===== src/design/dmc_pkg.sv =====
// shared types and constants for the dmc control step block
// no dependencies; used by dmc_ctrl, dmc_datapath and the top level
package dmc_pkg;

   localparam int HIST_LEN_DEF = 63;

   localparam int DATA_W     = 16;
   localparam int COEF_W     = 18;
   localparam int IDX_W      = 6;
   localparam int DIFF_W     = DATA_W + 1;
   localparam int PROD_W     = COEF_W + DIFF_W;
   localparam int ACC_W      = 44;
   localparam int FRAC_SHIFT = 12;
   localparam int RND_W      = ACC_W - FRAC_SHIFT;

   localparam int REQ_DATA_W = 56;
   localparam int RSP_DATA_W = 32;
   localparam int CSR_IDX_W  = 3;
   localparam int CSR_DATA_W = 18;

   // register indexes
   localparam logic [CSR_IDX_W-1:0] CSR_ERROR_GAIN = 3'd0;
   localparam logic [CSR_IDX_W-1:0] CSR_DRIVE_MIN  = 3'd1;
   localparam logic [CSR_IDX_W-1:0] CSR_DRIVE_MAX  = 3'd2;
   localparam logic [CSR_IDX_W-1:0] CSR_STEP_MIN   = 3'd3;
   localparam logic [CSR_IDX_W-1:0] CSR_STEP_MAX   = 3'd4;

   // request kinds
   localparam logic ACT_STEP = 1'b0;
   localparam logic ACT_LOAD = 1'b1;

   typedef struct packed {
      logic signed [COEF_W-1:0] error_gain;
      logic signed [DATA_W-1:0] drive_min;
      logic signed [DATA_W-1:0] drive_max;
      logic signed [DATA_W-1:0] step_min;
      logic signed [DATA_W-1:0] step_max;
   } cfg_type;

   typedef struct packed {
      logic load;
      logic start;
      logic issue;
      logic round;
      logic clamp;
      logic commit;
   } cmd_type;

   typedef struct packed {
      logic out_busy;
   } status_type;

endpackage


===== src/design/dmc_ctrl.sv =====
// sequencer for the dmc control step: request acceptance, mac sweep, finish stages
// depends on dmc_pkg (cmd_type, status_type, request kinds)
module dmc_ctrl #(
   parameter int HIST_LEN = dmc_pkg::HIST_LEN_DEF,
   parameter int AW       = (HIST_LEN > 1) ? $clog2(HIST_LEN) : 1
) (
   input  logic                clock,
   input  logic                reset,
   input  logic                req_valid,
   input  logic                req_action,
   output logic                req_ready,
   input  dmc_pkg::status_type status,
   output dmc_pkg::cmd_type    cmd,
   output logic [AW-1:0]       rd_idx
);

   localparam logic [AW-1:0] LAST_IDX = AW'(HIST_LEN - 1);

   typedef enum logic [2:0] {
      ST_IDLE,
      ST_MAC,
      ST_DRAIN1,
      ST_DRAIN2,
      ST_ROUND,
      ST_CLAMP,
      ST_COMMIT
   } state_type;

   state_type       state_ff;
   logic [AW-1:0]   idx_ff;
   logic            accept;

   assign req_ready = (state_ff == ST_IDLE);
   assign accept    = req_valid && req_ready;
   assign rd_idx    = idx_ff;

   always_comb begin
      cmd        = '0;
      cmd.load   = accept && (req_action == dmc_pkg::ACT_LOAD);
      cmd.start  = accept && (req_action == dmc_pkg::ACT_STEP);
      cmd.issue  = (state_ff == ST_MAC);
      cmd.round  = (state_ff == ST_ROUND);
      cmd.clamp  = (state_ff == ST_CLAMP);
      cmd.commit = (state_ff == ST_COMMIT) && !status.out_busy;
   end

   always_ff @(posedge clock) begin
      if (reset) begin
         state_ff <= ST_IDLE;
         idx_ff   <= '0;
      end else begin
         unique case (state_ff)
            ST_IDLE: begin
               idx_ff <= '0;
               if (cmd.start) begin
                  state_ff <= ST_MAC;
               end
            end
            ST_MAC: begin
               idx_ff <= idx_ff + 1'b1;
               if (idx_ff == LAST_IDX) begin
                  state_ff <= ST_DRAIN1;
               end
            end
            ST_DRAIN1: state_ff <= ST_DRAIN2;
            ST_DRAIN2: state_ff <= ST_ROUND;
            ST_ROUND:  state_ff <= ST_CLAMP;
            ST_CLAMP:  state_ff <= ST_COMMIT;
            ST_COMMIT: begin
               if (!status.out_busy) begin
                  state_ff <= ST_IDLE;
               end
            end
            default: state_ff <= ST_IDLE;
         endcase
      end
   end

endmodule


===== src/design/dmc_datapath.sv =====
// datapath of the dmc control step: coefficient and history memories, shared
// multiplier, accumulator, rounding, clamps, drive register and result register
// depends on dmc_pkg (cfg_type, cmd_type, status_type, widths)
module dmc_datapath #(
   parameter int HIST_LEN = dmc_pkg::HIST_LEN_DEF,
   parameter int AW       = (HIST_LEN > 1) ? $clog2(HIST_LEN) : 1
) (
   input  logic                                 clock,
   input  logic                                 reset,
   input  dmc_pkg::cmd_type                     cmd,
   input  logic [AW-1:0]                        rd_idx,
   input  dmc_pkg::cfg_type                     cfg,
   input  logic signed [dmc_pkg::DATA_W-1:0]    measured,
   input  logic signed [dmc_pkg::DATA_W-1:0]    setpoint,
   input  logic [dmc_pkg::IDX_W-1:0]            coef_index,
   input  logic signed [dmc_pkg::COEF_W-1:0]    coef_value,
   output dmc_pkg::status_type                  status,
   output logic                                 rsp_valid,
   input  logic                                 rsp_ready,
   output logic signed [dmc_pkg::DATA_W-1:0]    drive,
   output logic signed [dmc_pkg::DATA_W-1:0]    increment
);

   localparam int DW = dmc_pkg::DATA_W;
   localparam int CW = dmc_pkg::COEF_W;
   localparam int XW = dmc_pkg::DIFF_W;
   localparam int PW = dmc_pkg::PROD_W;
   localparam int AccW = dmc_pkg::ACC_W;
   localparam int RW = dmc_pkg::RND_W;
   localparam int IW = dmc_pkg::IDX_W;
   localparam int FW = $clog2(HIST_LEN + 1);
   localparam logic [AW-1:0] LAST_IDX = AW'(HIST_LEN - 1);
   localparam logic [FW-1:0] FULL_CNT = FW'(HIST_LEN);
   localparam logic [AccW-1:0] HALF_LSB = AccW'(1) << (dmc_pkg::FRAC_SHIFT - 1);

   logic signed [CW-1:0] coef_mem [HIST_LEN];
   logic signed [DW-1:0] hist_mem [HIST_LEN];

   logic signed [CW-1:0]   coef_rd_ff;
   logic signed [DW-1:0]   hist_rd_ff;
   logic                   hist_ok_ff;
   logic                   mac1_ff, mac2_ff, err1_ff, err2_ff;
   logic signed [XW-1:0]   diff_ff;
   logic signed [PW-1:0]   prod_ff;
   logic signed [PW-1:0]   prod_in;
   logic signed [CW-1:0]   mult_a;
   logic signed [XW-1:0]   mult_b;
   logic signed [AccW-1:0] acc_ff;
   logic signed [AccW-1:0] prod_ext;
   logic signed [AccW-1:0] acc_rnd;
   logic signed [RW-1:0]   rnd_ff;
   logic signed [DW-1:0]   sat_val;
   logic signed [DW-1:0]   inc_ff, inc_in;
   logic signed [DW-1:0]   drive_ff, drive_in;
   logic signed [DW:0]     drive_sum;
   logic [AW-1:0]          newest_ff, wr_ptr, rd_ptr_ff;
   logic [FW-1:0]          fill_ff;
   logic                   rsp_valid_ff;
   logic signed [DW-1:0]   rsp_drive_ff, rsp_inc_ff;
   logic [IW+AW-1:0]       load_idx_ext;
   logic [AW-1:0]          load_addr;
   logic                   load_ok;

   // load address, taken from the request index at whichever width the depth needs
   assign load_idx_ext = {{AW{1'b0}}, coef_index};
   assign load_addr    = load_idx_ext[AW-1:0];
   assign load_ok      = {{AW{1'b0}}, coef_index} < (IW+AW)'(HIST_LEN);

   assign wr_ptr = (newest_ff == LAST_IDX) ? '0 : newest_ff + 1'b1;

   always_ff @(posedge clock) begin
      if (cmd.load && load_ok) begin
         coef_mem[load_addr] <= coef_value;
      end
      if (cmd.issue) begin
         coef_rd_ff <= coef_mem[rd_idx];
      end
   end

   always_ff @(posedge clock) begin
      if (cmd.commit) begin
         hist_mem[wr_ptr] <= inc_ff;
      end
      if (cmd.issue) begin
         hist_rd_ff <= hist_mem[rd_ptr_ff];
      end
   end

   // history read pointer walks from newest to oldest
   always_ff @(posedge clock) begin
      if (cmd.start) begin
         rd_ptr_ff <= newest_ff;
         diff_ff   <= {setpoint[DW-1], setpoint} - {measured[DW-1], measured};
      end else if (cmd.issue) begin
         rd_ptr_ff <= (rd_ptr_ff == '0) ? LAST_IDX : rd_ptr_ff - 1'b1;
      end
      if (cmd.issue) begin
         hist_ok_ff <= FW'(rd_idx) < fill_ff;
      end
   end

   // shared multiplier: error term first, then one history product per cycle
   assign mult_a  = err1_ff ? cfg.error_gain : coef_rd_ff;
   assign mult_b  = err1_ff ? diff_ff
                  : (hist_ok_ff ? {hist_rd_ff[DW-1], hist_rd_ff} : '0);
   assign prod_in = mult_a * mult_b;
   assign prod_ext = {{(AccW-PW){prod_ff[PW-1]}}, prod_ff};
   assign acc_rnd  = acc_ff + HALF_LSB;

   always_ff @(posedge clock) begin
      if (reset) begin
         mac1_ff <= 1'b0;
         mac2_ff <= 1'b0;
         err1_ff <= 1'b0;
         err2_ff <= 1'b0;
      end else begin
         mac1_ff <= cmd.issue;
         mac2_ff <= mac1_ff;
         err1_ff <= cmd.start;
         err2_ff <= err1_ff;
      end
   end

   always_ff @(posedge clock) begin
      prod_ff <= prod_in;
      if (err2_ff) begin
         acc_ff <= prod_ext;
      end else if (mac2_ff) begin
         acc_ff <= acc_ff - prod_ext;
      end
      if (cmd.round) begin
         rnd_ff <= acc_rnd[AccW-1:dmc_pkg::FRAC_SHIFT];
      end
      if (cmd.clamp) begin
         inc_ff <= inc_in;
      end
   end

   // saturate to q8.8, then the step clamp, lower bound first
   always_comb begin
      if (rnd_ff[RW-1:DW-1] == '0 || rnd_ff[RW-1:DW-1] == '1) begin
         sat_val = rnd_ff[DW-1:0];
      end else begin
         sat_val = rnd_ff[RW-1] ? {1'b1, {(DW-1){1'b0}}} : {1'b0, {(DW-1){1'b1}}};
      end
      priority if (sat_val < cfg.step_min) begin
         inc_in = cfg.step_min;
      end else if (sat_val > cfg.step_max) begin
         inc_in = cfg.step_max;
      end else begin
         inc_in = sat_val;
      end
   end

   // drive clamp, lower bound first, then back into 16 bits
   always_comb begin
      drive_sum = {drive_ff[DW-1], drive_ff} + {inc_ff[DW-1], inc_ff};
      priority if (drive_sum < $signed({cfg.drive_min[DW-1], cfg.drive_min})) begin
         drive_in = cfg.drive_min;
      end else if (drive_sum > $signed({cfg.drive_max[DW-1], cfg.drive_max})) begin
         drive_in = cfg.drive_max;
      end else if (drive_sum[DW] != drive_sum[DW-1]) begin
         drive_in = drive_sum[DW] ? {1'b1, {(DW-1){1'b0}}} : {1'b0, {(DW-1){1'b1}}};
      end else begin
         drive_in = drive_sum[DW-1:0];
      end
   end

   always_ff @(posedge clock) begin
      if (reset) begin
         drive_ff     <= '0;
         newest_ff    <= LAST_IDX;
         fill_ff      <= '0;
         rsp_valid_ff <= 1'b0;
      end else begin
         if (cmd.commit) begin
            drive_ff     <= drive_in;
            newest_ff    <= wr_ptr;
            rsp_valid_ff <= 1'b1;
            if (fill_ff != FULL_CNT) begin
               fill_ff <= fill_ff + 1'b1;
            end
         end else if (rsp_ready) begin
            rsp_valid_ff <= 1'b0;
         end
      end
   end

   always_ff @(posedge clock) begin
      if (cmd.commit) begin
         rsp_drive_ff <= drive_in;
         rsp_inc_ff   <= inc_ff;
      end
   end

   assign status.out_busy = rsp_valid_ff && !rsp_ready;
   assign rsp_valid       = rsp_valid_ff;
   assign drive           = rsp_drive_ff;
   assign increment       = rsp_inc_ff;

endmodule


===== src/design/dynamic_matrix_control_step.sv =====
// dmc online control step: a step request raises rsp_tvalid once the mac sweep over
// the history and the drain, round, clamp and commit states are through, and the next
// request is taken no sooner; load requests are taken one per cycle while idle
// the step time is set by the single multiplier, one history product per cycle
// reset clears drive, fill count, rsp_tvalid and error gain, clamps go to full range;
// coefficients are undefined until loaded, history reads as zero until written
module dynamic_matrix_control_step #(
   parameter int HIST_LEN = dmc_pkg::HIST_LEN_DEF
) (
   input  logic                               clock,
   input  logic                               reset,
   // request channel
   input  logic                               req_tvalid,
   output logic                               req_tready,
   // measured [15:0], setpoint [31:16], coef_index [37:32], coef_value [55:38]
   input  logic [dmc_pkg::REQ_DATA_W-1:0]     req_tdata,
   // action [0]: step or coefficient load
   input  logic                               req_tuser,
   // response channel
   output logic                               rsp_tvalid,
   input  logic                               rsp_tready,
   // drive [15:0], increment [31:16]
   output logic [dmc_pkg::RSP_DATA_W-1:0]     rsp_tdata,
   // register write channel
   input  logic                               csr_valid,
   output logic                               csr_ready,
   input  logic [dmc_pkg::CSR_IDX_W-1:0]      csr_index,
   input  logic [dmc_pkg::CSR_DATA_W-1:0]     csr_data
);

   localparam int AW = (HIST_LEN > 1) ? $clog2(HIST_LEN) : 1;
   localparam int DW = dmc_pkg::DATA_W;

   dmc_pkg::cfg_type    cfg_ff;
   dmc_pkg::cmd_type    cmd;
   dmc_pkg::status_type status;
   logic [AW-1:0]       rd_idx;
   logic signed [DW-1:0] rsp_drive, rsp_inc;

   // register writes are always taken; unknown indexes fall away
   assign csr_ready = 1'b1;

   always_ff @(posedge clock) begin
      if (reset) begin
         cfg_ff.error_gain <= '0;
         cfg_ff.drive_min  <= {1'b1, {(DW-1){1'b0}}};
         cfg_ff.drive_max  <= {1'b0, {(DW-1){1'b1}}};
         cfg_ff.step_min   <= {1'b1, {(DW-1){1'b0}}};
         cfg_ff.step_max   <= {1'b0, {(DW-1){1'b1}}};
      end else if (csr_valid && csr_ready) begin
         unique case (csr_index)
            dmc_pkg::CSR_ERROR_GAIN: cfg_ff.error_gain <= csr_data;
            dmc_pkg::CSR_DRIVE_MIN:  cfg_ff.drive_min  <= csr_data[DW-1:0];
            dmc_pkg::CSR_DRIVE_MAX:  cfg_ff.drive_max  <= csr_data[DW-1:0];
            dmc_pkg::CSR_STEP_MIN:   cfg_ff.step_min   <= csr_data[DW-1:0];
            dmc_pkg::CSR_STEP_MAX:   cfg_ff.step_max   <= csr_data[DW-1:0];
            default: ;
         endcase
      end
   end

   // sequencer: idle, mac sweep over the history, drain, round, clamp, commit
   dmc_ctrl #(
      .HIST_LEN (HIST_LEN),
      .AW       (AW)
   ) u_ctrl (
      .clock      (clock),
      .reset      (reset),
      .req_valid  (req_tvalid),
      .req_action (req_tuser),
      .req_ready  (req_tready),
      .status     (status),
      .cmd        (cmd),
      .rd_idx     (rd_idx)
   );

   // memories, multiply-accumulate, clamps and the result register
   dmc_datapath #(
      .HIST_LEN (HIST_LEN),
      .AW       (AW)
   ) u_datapath (
      .clock      (clock),
      .reset      (reset),
      .cmd        (cmd),
      .rd_idx     (rd_idx),
      .cfg        (cfg_ff),
      .measured   (req_tdata[15:0]),
      .setpoint   (req_tdata[31:16]),
      .coef_index (req_tdata[37:32]),
      .coef_value (req_tdata[55:38]),
      .status     (status),
      .rsp_valid  (rsp_tvalid),
      .rsp_ready  (rsp_tready),
      .drive      (rsp_drive),
      .increment  (rsp_inc)
   );

   // response packing, drive in the low half
   assign rsp_tdata = {rsp_inc, rsp_drive};

endmodule

===== config.mk =====
export PLATFORM = sky130hd
export DESIGN_NAME = dynamic_matrix_control_step
export DESIGN_NICKNAME = d
export VERILOG_FILES = /design/src/design/dmc_pkg.sv /design/src/design/dmc_ctrl.sv /design/src/design/dmc_datapath.sv /design/src/design/dynamic_matrix_control_step.sv
export SDC_FILE = /design/constraint.sdc
export NUM_CORES = 2
export LEC_CHECK = 0
export BUFFER_PORTS_ARGS = -buffer_cell sky130_fd_sc_hd__buf_2
export CAP_MARGIN = 20
export CORE_MARGIN = 8
export CORE_UTILIZATION = 55
export CTS_CLUSTER_DIAMETER = 120
export DETAILED_ROUTE_END_ITERATION = 16
export PLACE_DENSITY = 0.75
export SYNTH_ARGS = -nofsm -noshare
export SYNTH_HDL_FRONTEND = slang
export SYNTH_SLANG_ARGS = --single-unit

===== constraint.sdc =====
create_clock -name clock -period 8 [get_ports clock]
set_input_delay 1.6 -clock clock [delete_from_list [all_inputs] [get_ports clock]]
set_output_delay 1.6 -clock clock [all_outputs]
set_load 0.05 [all_outputs]

# Yosys cells after proc, flatten, opt, wreduce, memory -nomap -nowiden
# Memory sizes are Yosys's and may differ from the RTL's. A register that Yosys moved wholly into a read port is not among the register bits.
# Index checks and enable logic that the tools add are counted.
[totals]
output_inout_bits = 35
mem_count = 2
ram_bits = 2142
register_bits = 307
word_cells = 112
input_bits = 83
[mem_list]
columns = ["name", "words", "width", "read_ports", "rd_clocked_by_memory_dff", "wr", "line_no", "rtl"]
rows = [
  ["u_datapath.coef_mem", 63, 18, 1, 1, 1, "dmc_datapath.sv:36", "logic signed [CW-1:0] coef_mem [HIST_LEN];"],
  ["u_datapath.hist_mem", 63, 16, 1, 1, 1, "dmc_datapath.sv:37", "logic signed [DW-1:0] hist_mem [HIST_LEN];"],
]
[op_classes]
reduce_logical = 24
n_addsub = 8
n_mul = 1
eq_ne = 18
magnitude_cmp = 6
bitwise = 1
muxes = 28
[op_table]
columns = ["cell", "n"]
rows = [
  ["16-bit two-way mux", 8],
  ["44-bit two-way mux", 2],
  ["44-bit by 12-bit adder with 44-bit output (second input constant)", 1],
  ["44-bit by 35-bit subtractor with 44-bit output", 1],
  ["18-bit by 17-bit multiplier with 35-bit output", 1],
  ["17-bit two-way mux", 2],
  ["6-bit two-way mux", 4],
  ["3-bit one-hot mux with 7 select lines", 1],
  ["6-bit by 1-bit adder with 6-bit output (second input constant)", 3],
  ["18-bit two-way mux", 1],
  ["16-bit by 16-bit adder with 17-bit output", 1],
  ["17-bit equality test (second input constant)", 1],
  ["17-bit by 16-bit greater-than comparator with 1-bit output", 1],
  ["17-bit logical NOT", 1],
  ["17-bit by 16-bit less-than comparator with 1-bit output", 1],
  ["16-bit by 16-bit subtractor with 17-bit output", 1],
  ["16-bit greater-than comparator", 1],
  ["16-bit less-than comparator", 1],
  ["3-bit by 2-bit equality test with 1-bit output (second input constant)", 4],
  ["3-bit equality test (second input constant)", 4],
  ["6-bit equality test (second input constant)", 2],
  ["6-bit one-hot mux with 2 select lines", 1],
  ["2-bit AND reduction", 6],
  ["3-bit two-way mux", 3],
  ["17 further kinds", 34],
]

# Longest topological paths before layout
[logic_depth]
depth_word = 6
ltp_mapped = 31
ltp_nobuf = 27

# By module
# Synthesis repeated with hierarchy kept, for this count alone.
[hier_totals]
cells_unflattened = 6416
hier_area_um2 = 112172.6
[by_module_without_submodules]
columns = ["mod", "instances", "cells_per_inst", "area_per_inst_um2", "seq_area_each_um2"]
rows = [
  ["dmc_datapath", 1, 6035, 108360.2, 71148.2],
  ["dynamic_matrix_control_step", 1, 312, 3271.9, 1641.6],
  ["dmc_ctrl", 1, 69, 540.5, 180.2],
]

# Worst setup path before layout
# OpenSTA, ideal clock, no wires.
[synth_timing]
path_type = "register to register"
from = "register u_datapath.err1_ff"
to = "register u_datapath.prod_ff[33]"
setup_ns = 0.072
n_path_buf = 4
t_arrival_ns = 7.354
slack_ns = 0.574
stages_incl_launch_ff = 28
t_required_ns = 7.928
synth_period_minus_slack_ns = 7.426
path_cell_list = "dfxtp_1 clkbuf_1 clkbuf_1 buf_1 nand2_1 o21ai_0 clkbuf_1 nand2_1 fa_1 fa_1 fa_1 inv_1 fa_1 fa_1 inv_1 fa_1 inv_1 ha_1 a21o_1 a21o_1 a221oi_2 a31oi_1 a2111o_1 nand2_1 o31ai_1 a311o_1 a21oi_1 xnor2_1"
[synth_via]
elab_chain_len = 2
elab_cells_between_ends = 3
cone_classes = "mul: 1; mux: 2"
[synth_rtl]
columns = ["element", "line_no", "rtl"]
rows = [
  ["start, declared", "dmc_datapath.sv:42", "logic mac1_ff, mac2_ff, err1_ff, err2_ff;"],
  ["start signal, assigned", "dmc_datapath.sv:119", "err1_ff <= cmd.start;"],
  ["18-bit two-way mux / 17-bit two-way mux (equally long branches)", "dmc_datapath.sv:103, dmc_datapath.sv:104", ""],
  ["18-bit by 17-bit multiplier with 35-bit output *", "dmc_datapath.sv:106", "assign prod_in = mult_a * mult_b;"],
  ["via u_datapath.prod_in[33]", "dmc_datapath.sv:45", "logic signed [PW-1:0] prod_in;"],
  ["end signal, assigned", "dmc_datapath.sv:125", "prod_ff <= prod_in;"],
  ["end, declared", "dmc_datapath.sv:44", "logic signed [PW-1:0] prod_ff;"],
]
# Mark *: on every way through the listed nets, which the timed path passes. The rest lies on a longest branch.
# A chain may end at the register's enable or synchronous reset.

# Final worst setup path
# Same ends and word-level chain as after synthesis.

==> key figures <==
Worst setup path
  – Worst r2r dst: u_datapath.prod_ff[33]$_DFF_P_
  – RR Startpoint: u_datapath.err1_ff$_SDFF_PP0_
  – Crit-path slowest cell: mux2i_1
  – R2R depth: 25
  – Worst setup SP type: flip-flop
  – Most used cell, CP: fa_1
  – WP data arrival: 8300 ps
  – Reg-to-reg setup timing slack: 510 ps
  – Kind of critical path: reg2reg
  – Max FO, Critical Path: 62
  – Req. time, crit path: 8800 ps
  – Worst path max stage delay: 540 ps
  – Worst Setup End Kind: flip-flop

Die
  – IO Pins: 118
  – Initial Util: 55.31%
  – DIE AREA: 0.2179 mm^2
  – CORE AREA: 0.2021 mm^2
  – Die W: 466.8 um
  – Die Ht: 466.8 um
  – Placement Rows: 165

Synth
  – Syn Nets: 7212
  – Cell count after synthesis: 6576
  – Share of the synthesized area in the top cell type: 62.43%
  – Synthesis-stage register bit count: 2483
  – Ranking of synthesized cells by area: edfxtp_1 (62%), mux4_2 (13%), fa_1 (5.6%)
  – Ys Warns: 0
  – Mean Syn Cell Area: 17.00 um^2
  – Synth cell types: 88
  – Synthesized area: 0.1118 mm^2
  – Seq/Total Area, Yosys: 65.28%
  – Area leader, netlist: edfxtp_1
  – Synth Flop Type: edfxtp_1
  – Post-synth EDFFs: 2324
  – Async set-reset flop share out of synthesis: 0%

Clocking
  – Clk sinks: 2483
  – Worst-path clk slew: 70 ps
  – Worst skew pair latency: 880 ps
  – Hold_buf cts: 0
  – H-tree depth: 4
  – CTS tree: built
  – CTS buffer count: 239
  – Clk buf depth: 3
  – Root cell of the clock tree: clkbuf_16
  – Cts repair resizes: 0
  – Post-CTS Setup Inserts: 0

Cells and area
  – Register area: 0.07299 mm^2
  – Nets: 7524
  – # fillers: 13955
  – Footprint of the multi-input gates: 0.03594 mm^2
  – Layout area overhead: 11.83%
  – Share of layout cells above drive strength 1: 20.30%
  – Core Util, Final: 61.85%

Hold path
  – Hold WC Path Type: reg2reg
  – Hold path depth: 2
  – Hold endpoint: cfg_ff[51]$_SDFFE_PP0P_
  – Hold_sp: cfg_ff[51]$_SDFFE_PP0P_

Detailed routing
  – Post-DRT Antenna Nets: 0
  – Vias post-DR: 61181
  – Mean routed wirelength per cell: 28.76 um
  – Met1 wire length: 105800 um
  – DR iter-0 viols: 7073
  – Top sig layer: met5
  – Vias per inst: 6.264
  – Met2 wire length: 140200 um
  – Routed wire length: 280900 um
  – Routed length on met3: 22500 um
  – # DRC: 0
  – Router iterations before antenna repair: 6

Timing
  – Fin Hold WS: 460.1 ps
  – Minimum clock period: 7492 ps
  – Slew HR: 22.30%
  – Final hold viol count: 0
  – Fmax: 133.5 MHz
  – Max-slew violation count: 0
  – Transition time of the tightest slew-check pin: 1165 ps
  – Endpoints failing setup: 0
  – Final worst-path cycle share: 93.65%
  – Worst clock skew: 80.30 ps
  – Post-Route Setup TNS: 0 ps
  – Unrepaired setup endpoints after global routing: no

GRT
  – First-pass GRT wire length: 410100 um
  – Largest net degree at the start of global routing: 155
  – Global route total overflow: 0
  – Total track usage: 25.48%
  – Vias in the first global route: 62076
  – Initial antenna violation count: 17

Status
  – Status: completed

Power
  – Static leakage: 43.06 nW
  – Power per cell area: 292.0 mW/mm^2
  – VDD IR max: 557.1 uV
  – Power Total: 0.03650 W

Place
  – IO Port Bufs: 116
  – Final HPWL DP: 172500 um
  – GP Congestion: 0.9117

Flow run
  – Number of max-cap violations: 0
## power breakdown
group	internal [W]	switching [W]
Combinational	0.00446	0.00575
Sequential	0.0145	0.000159
Clock	0.00670	0.00491
## registers in the layout, summed over array words and instances (netlist names), 16 cells and up
register	flops
u_datapath.prod_ff	35
u_datapath.coef_mem	1134
u_datapath.drive	16
u_datapath.diff_ff	17
u_datapath.hist_rd_ff	16
u_datapath.drive_ff	16
u_datapath.inc_ff	16
u_datapath.acc_ff	44
u_datapath.coef_rd_ff	18
u_datapath.increment	16
u_datapath.hist_mem	1008
u_datapath.rnd_ff	32
cfg_ff	82
## worst max-delay path: cells and delay by family (launching register included)
family          cells  cell delay (ps)
simple gates        2              200
xor+xnor            1              140
flops               1              350
mux                 1              540
buf+inv             6              730
compound gates      8             2050
fa+ha+maj           7             3350
## through the flow
step | std cells | setup slack, ps | instance area (um^2)
global placement | 9302 | 707.5 | 116500
CTS | 9743 | 614.0 | 124600
finish | 9767 | 507.9 | 125000
floorplan | 6576 | 573.6 | 111800
detailed placement | 9302 | 636.2 | 116500
global route | 9761 | 204.0 | 125000
## synth_stat cells, types with 18 or more instances
| library cell | instances |
|---|---|
| ha_1 | 239 |
| o21ai_0 | 131 |
| nand2b_1 | 40 |
| xor2_1 | 36 |
| nand2_1 | 441 |
| a21o_1 | 65 |
| clkbuf_1 | 191 |
| o21a_1 | 22 |
| edfxtp_1 | 2324 |
| dfxtp_1 | 159 |
| nor2b_1 | 37 |
| xnor2_1 | 100 |
| a22oi_1 | 33 |
| nand3b_1 | 26 |
| a21oi_1 | 163 |
| a211oi_1 | 18 |
| nor3_1 | 40 |
| a211o_1 | 27 |
| nand4_1 | 31 |
| a221oi_1 | 20 |
| o21ai_1 | 30 |
| buf_2 | 30 |
| inv_1 | 488 |
| fa_1 | 314 |
| mux4_2 | 639 |
| mux2_2 | 19 |
| nand3_1 | 47 |
| mux2i_1 | 125 |
| nor2_1 | 458 |
| and3_1 | 23 |
| buf_1 | 62 |
## layout by cell type, fill, tap and decap left out, drive strengths merged, types with 47 or more instances in the layout
cell	netlist	final
o21ai	162	162
a21oi	166	166
a21o	65	65
inv	489	496
nand2	441	441
nor2	458	458
mux4	639	639
mux2i	125	125
fa	314	314
buf	93	355
xnor2	100	100
dfxtp	159	159
edfxtp	2324	2324
clkbuf	191	298
ha	239	239
clkinv	1	94
nand3	47	47
## area by class of cell
cell class	count	share of cell area, %
repair buffers	355	2.200
diodes	7	0.01401
multi-input cells	3319	28.75
flip-flops and latches	2483	58.39
inverters	490	1.471
clock inverters	143	1.454
well taps	2672	2.674
clock buffers	298	5.044
## metal layers
metal | GRT usage [%] | up-vias
met5 | 0 | -
met4 | 9.679 | 10
met3 | 4.180 | 568
met2 | 42.67 | 3116
met1 | 33.89 | 31745
li1 | - | 25742
## worst max-delay path by stage
stage	from	to	slack, ps
floorplan	u_datapath.err1_ff$_SDFF_PP0_	u_datapath.prod_ff[33]$_DFF_P_	570
global placement	u_datapath.err1_ff$_SDFF_PP0_	u_datapath.prod_ff[33]$_DFF_P_	710
detailed placement	u_datapath.err1_ff$_SDFF_PP0_	u_datapath.prod_ff[33]$_DFF_P_	640
CTS	u_datapath.err1_ff$_SDFF_PP0_	u_datapath.prod_ff[33]$_DFF_P_	610
global route	u_datapath.hist_ok_ff$_DFFE_PP_	u_datapath.prod_ff[34]$_DFF_P_	200
finish	u_datapath.err1_ff$_SDFF_PP0_	u_datapath.prod_ff[33]$_DFF_P_	510
## cell families (layout without fill, tap and decap cells)
kind of cell             count (synthesis)  count (layout)  synth area share (%)
other                                    1               8              0.003355
buffers and inverters                  774            1286                 2.636
adder cells (fa/ha/maj)                553             553                 8.299
flip-flops                            2483            2483                 65.28
XOR/XNOR                               136             136                 1.066
AND/OR/NAND/NOR                       1202            1202                 4.679
AO/OA/AOI/OAI                          644             644                 3.851
multiplexers                           783             783                 14.19
(Power assumes the default switching activity.)
